File: config.mk
export PLATFORM = sky130hd
export DESIGN_NAME = ffha_span
export DESIGN_NICKNAME = d
export VERILOG_FILES = /design/src/hw/rtl/ffha_pkg.sv /design/src/hw/rtl/ffha_span.sv
export SDC_FILE = /design/constraint.sdc
export NUM_CORES = 1
export LEC_CHECK = 0
export BUFFER_PORTS_ARGS = -buffer_cell sky130_fd_sc_hd__buf_2
export CAP_MARGIN = 20
export CORE_ASPECT_RATIO = 1.1
export CORE_UTILIZATION = 53
export DETAILED_ROUTE_END_ITERATION = 16
export GPL_TIMING_DRIVEN = 0
export PLACE_DENSITY = 0.95
export SYNTH_ARGS = -nofsm -noshare
export SYNTH_HDL_FRONTEND = slang
export SYNTH_SLANG_ARGS = --single-unit
File: constraint.sdc
create_clock -name vclk -period 6.4
set_input_delay 0.64 -clock vclk [all_inputs]
set_output_delay 0.64 -clock vclk [all_outputs]
set_load 0.02 [all_outputs]
File: src/hw/rtl/ffha_pkg.sv
// Shared types, codes and defaults for the first-fit heap allocator.
package ffha_pkg;

    // Default sizing of the heap and of the block table.
    localparam int HEAP_BYTES_DEF   = 262144;
    localparam int HEADER_BYTES_DEF = 12;
    localparam int MAX_BLOCKS_DEF   = 1024;

    // Internal byte-count width; covers the largest heap plus a rounded request.
    localparam int ACC_W = 21;

    // Request operation codes.
    localparam logic OP_ALLOC = 1'b0;
    localparam logic OP_FREE  = 1'b1;

    // Result status codes.
    localparam logic [1:0] ST_DONE    = 2'd0;
    localparam logic [1:0] ST_FAIL    = 2'd1;
    localparam logic [1:0] ST_IGNORED = 2'd2;

    typedef struct packed {
        logic        op;
        logic [18:0] req_size;
        logic [17:0] block_addr;
    } req_t;

    typedef struct packed {
        logic [1:0]  status;
        logic [17:0] payload_addr;
        logic [18:0] granted_size;
    } res_t;

    // One entry of the block table.
    typedef struct packed {
        logic [ACC_W-1:0] size;
        logic             free;
    } entry_t;

endpackage

File: src/hw/rtl/ffha_span.sv
// Shared span adder: accumulator plus a block's header and size, rounded to four.
module ffha_span #(
    parameter int HEADER_BYTES = 12
) (
    input  logic [ffha_pkg::ACC_W-1:0] acc,
    input  logic [ffha_pkg::ACC_W-1:0] size,
    output logic [ffha_pkg::ACC_W-1:0] sum
);
    import ffha_pkg::*;

    localparam logic [ACC_W-1:0] HDR_RND = ACC_W'(HEADER_BYTES + 3);

    logic [ACC_W-1:0] raw;
    logic [ACC_W-1:0] span;

    // Round header plus size up to a multiple of four, then add.
    assign raw  = size + HDR_RND;
    assign span = {raw[ACC_W-1:2], 2'b00};
    assign sum  = acc + span;

endmodule
* After elaboration in Yosys (flattened, before gate mapping)
Index checks and enable logic that the tools add are counted.
** Operators by class
- Add/sub/neg operators :: 2
** Operators with widths (count)
- adder 21 bit :: 1
- adder 21 x 4 -> 21 bit, second input constant :: 1
** Word-level totals
- Register bits after elaboration :: 0
- Input port bits :: 42
- Output and inout bits :: 21
- Logic and storage cells :: 2

* Depth between registers and ports, before layout
- Depth after elaboration :: 2
- Mapped depth :: 14
- Depth with buffers taken out :: 13

* Least setup slack after synthesis
Ideal clock, no wire load.
- Path type :: input to output
- Start point :: input size[2] in the netlist's numbering
- End point :: output sum[17] in the netlist's numbering
- Data arrival time :: 3124 ps
- Required time :: 5760 ps
- Setup slack :: 2636 ps
- Cell stages on the path :: 14
- Path buffers :: 1
- Cells stage by stage :: nor4_4 nor2_1 and2_4 and3_1 nand2_1 xnor2_1 ha_1 buf_2 a21o_1 a21o_1 a21oi_1 o21ba_2 o31ai_1 xor2_1
** Between the ends
- Word-level cells in the longest chain between the ends :: 2
** Ends and longest elaborated chain
- start, declared :: RTL line ffha_span.sv:6 : input logic [ffha_pkg::ACC_W-1:0] size,
- adder 21 x 4 -> 21 bit :: RTL line ffha_span.sv:17 : assign raw = size + HDR_RND;
- adder 21 bit :: RTL line ffha_span.sv:19 : assign sum = acc + span;
- end, declared :: RTL line ffha_span.sv:7 : output logic [ffha_pkg::ACC_W-1:0] sum
No other way between the ends.

* Worst setup path after layout
- Start point :: input size[2] in the netlist's numbering
- End point :: output sum[20] in the netlist's numbering
Same word-level chain as after synthesis.

==> reports/qor.csv <==
metric,value,unit
Final Total Pwr,0.000213,W
via total after detailed routing,1419,
CP Launch Type,primary input,
Die ar.,2610,um^2
clock period minus worst slack,4.21,ns
Syn Inst Count,167,
overall die width,48.8,um
longest individual stage delay on the worst path,0.37,ns
max_cap viols,0,
number of setup buffers added after CTS,0,
first-iteration detailed-routing DRC count,31,
sequential element share of the synthesized area,0,
detailed-routing iteration count for the pre-antenna-repair pass,4,
global-route wire length before repair,5.06,mm
effective utilization at floorplan,0.568,
post-cts hold buffer count,0,
share of post-route cells with drive strength above 1,0.333,
Yosys warnings,0,
slowest stage cell on the critical path,sky130_fd_sc_hd__nor4_4,
WP data required,5.76,ns
Hold Crit Class,primary input to primary output,
combined area of all synthesized cells,1280,um^2
sequential cell count,0,
maximum fanout encountered on the critical timing path,6,
global-route usage over all layers,0.242,
endpoints failing hold,0,
status,"finished, final reports clean",
FMAX,238,MHz
Wirelength per Cell,11.7,um
Port-buffer cells,61,
DPL Wire Length,2.67,mm
dpl cell area,1620,um^2
drc violations,0,
flip-flop and latch area,0,um^2
PwrDens,131,nW/um^2
post-cts repair resize count,0,
"commonest cells after routing, fill and taps aside","sky130_fd_sc_hd__buf_2, sky130_fd_sc_hd__xnor2_1, sky130_fd_sc_hd__ha_1, sky130_fd_sc_hd__nand2_1, sky130_fd_sc_hd__a21oi_1",
number of nets produced by synthesis,232,
total stage count of the critical path,14,
clock buffer instance count of the final layout,0,
antenna violations before repair,0,
"wirelength, routed",3.03,mm
part of the cycle the worst path needs,0.657,
WP data arrival,3.57,ns
"Critical Path, Cell by Cell",buf_2 > nor4_4 > nor2_1 > and2_4 > and3_1 > xor2_1 > ha_1 > a21oi_1 > nand2_1 > a211oi_2 > a211oi_2 > a221oi_2 > xnor2_1 > buf_2,
Max-slew headroom,0.695,
largest net degree at the start of global routing,11,
post-synthesis cell type count,39,
vias per cell,5.50,
relative area change from synthesis to final layout,26.8,%
Avg Synthesized Cell Area,7.66,um^2
final instance area,1620,um^2
transition at the pin with the smallest max-transition slack,0.457,ns
RSZ-0062 raised after global routing,false,
type of the setup path with the least slack,primary input to primary output,
Fin Setup TNS,0,ns
"most common cell after layout, fill and taps aside",sky130_fd_sc_hd__buf_2,
"IR drop worst, VDD",0.0838,mV
kind of end point of the critical path,primary output,
Hold Crit Depth,2,
number of nets with antenna violations after detailed routing,0,
vias in the first global route,1316,
die outline height,53.5,um
Pins Over Slew Limit,0,
top-level port count,63,
GPL Wtd Cong,0.851,
fill cell total of the finished layout,209,
static leakage,0.793,nW
standard-cell rows,18,
Top Family by Delay on Critical Path,simple AND/OR/NAND/NOR gates,
number of buffer and inverter stages on the critical path,2,
placeable core region,2250,um^2
final layout net count,295,
number of setup violations in the final report,0,
residual overflow from global routing,0,
antenna diode instance count,0,
[cell usage after synthesis, types with 2 or more instances]
master | number | area (um^2)
sky130_fd_sc_hd__xor2_1 | 13 | 114
sky130_fd_sc_hd__o21ai_0 | 2 | 10.0
sky130_fd_sc_hd__nor3_1 | 2 | 10.0
sky130_fd_sc_hd__o21ai_1 | 5 | 25.0
sky130_fd_sc_hd__nand4_1 | 4 | 25.0
sky130_fd_sc_hd__a21o_1 | 6 | 45.0
sky130_fd_sc_hd__xnor2_1 | 23 | 201
sky130_fd_sc_hd__nand2_1 | 20 | 75.1
sky130_fd_sc_hd__ha_1 | 22 | 275
sky130_fd_sc_hd__a21oi_1 | 16 | 80.1
sky130_fd_sc_hd__a221oi_2 | 2 | 30.0
sky130_fd_sc_hd__a21oi_2 | 2 | 17.5
sky130_fd_sc_hd__nand3_1 | 9 | 45.0
sky130_fd_sc_hd__inv_1 | 3 | 11.3
sky130_fd_sc_hd__a211oi_2 | 2 | 25.0
sky130_fd_sc_hd__nand2b_1 | 3 | 18.8
sky130_fd_sc_hd__and4_1 | 2 | 17.5
sky130_fd_sc_hd__buf_4 | 2 | 15.0
sky130_fd_sc_hd__o21bai_1 | 2 | 15.0
sky130_fd_sc_hd__nor2_1 | 8 | 30.0
[final timing paths]
kind                  slack, ns     from       to
worst min-delay path       1.50   acc[0]   sum[0]
worst max-delay path       2.19  size[2]  sum[20]
[layout make-up]
cell class                 instances  area, um^2  area share
inverter                           3        11.3     0.00694
buffer                             3        20.0      0.0123
tap                               30        37.5      0.0231
multi-input combinational        161        1250       0.769
timing repair buffer              61         305       0.188
[cells by family (layout without fill, tap and decap cells)]
kind of cell	Yosys count	in the layout	synth area share
AND/OR/NAND/NOR	56	56	0.238
XOR/XNOR	36	36	0.247
adder cells (fa/ha/maj)	23	23	0.231
AO/OA/AOI/OAI	46	46	0.260
buffers and inverters	6	67	0.0245
[per-layer routing]
metal | GRT usage | vias up | share of wire
met2 | 0.505 | 48 | 0.51
met3 | 0.0259 | 4 | 0.047
met4 | 0.0686 | 0 | 0.015
met1 | 0.255 | 623 | 0.43
li1 | - | 744 | -
met5 | 0 | - | 0
[stage by stage]
step                utilization  hold WS (ns)  setup WS (ns)  cells
floorplan                     -          1.39           2.64    167
global placement          0.720          1.50           2.26    258
detailed placement        0.720          1.50           2.22    258
CTS                       0.720          1.50           2.20    258
global route              0.720          1.51           2.01    258
finish                    0.720          1.50           2.19    258
[where the power goes]
group	internal [W]	leakage [nW]	total (W)	switching [W]
registers	0	0	0	0
clock network	0	0	0	0
logic	0.0000862	0.793	0.000213	0.000126
total	0.0000862	0.793	0.000213	0.000126
Power figures use the tool's default switching activity.
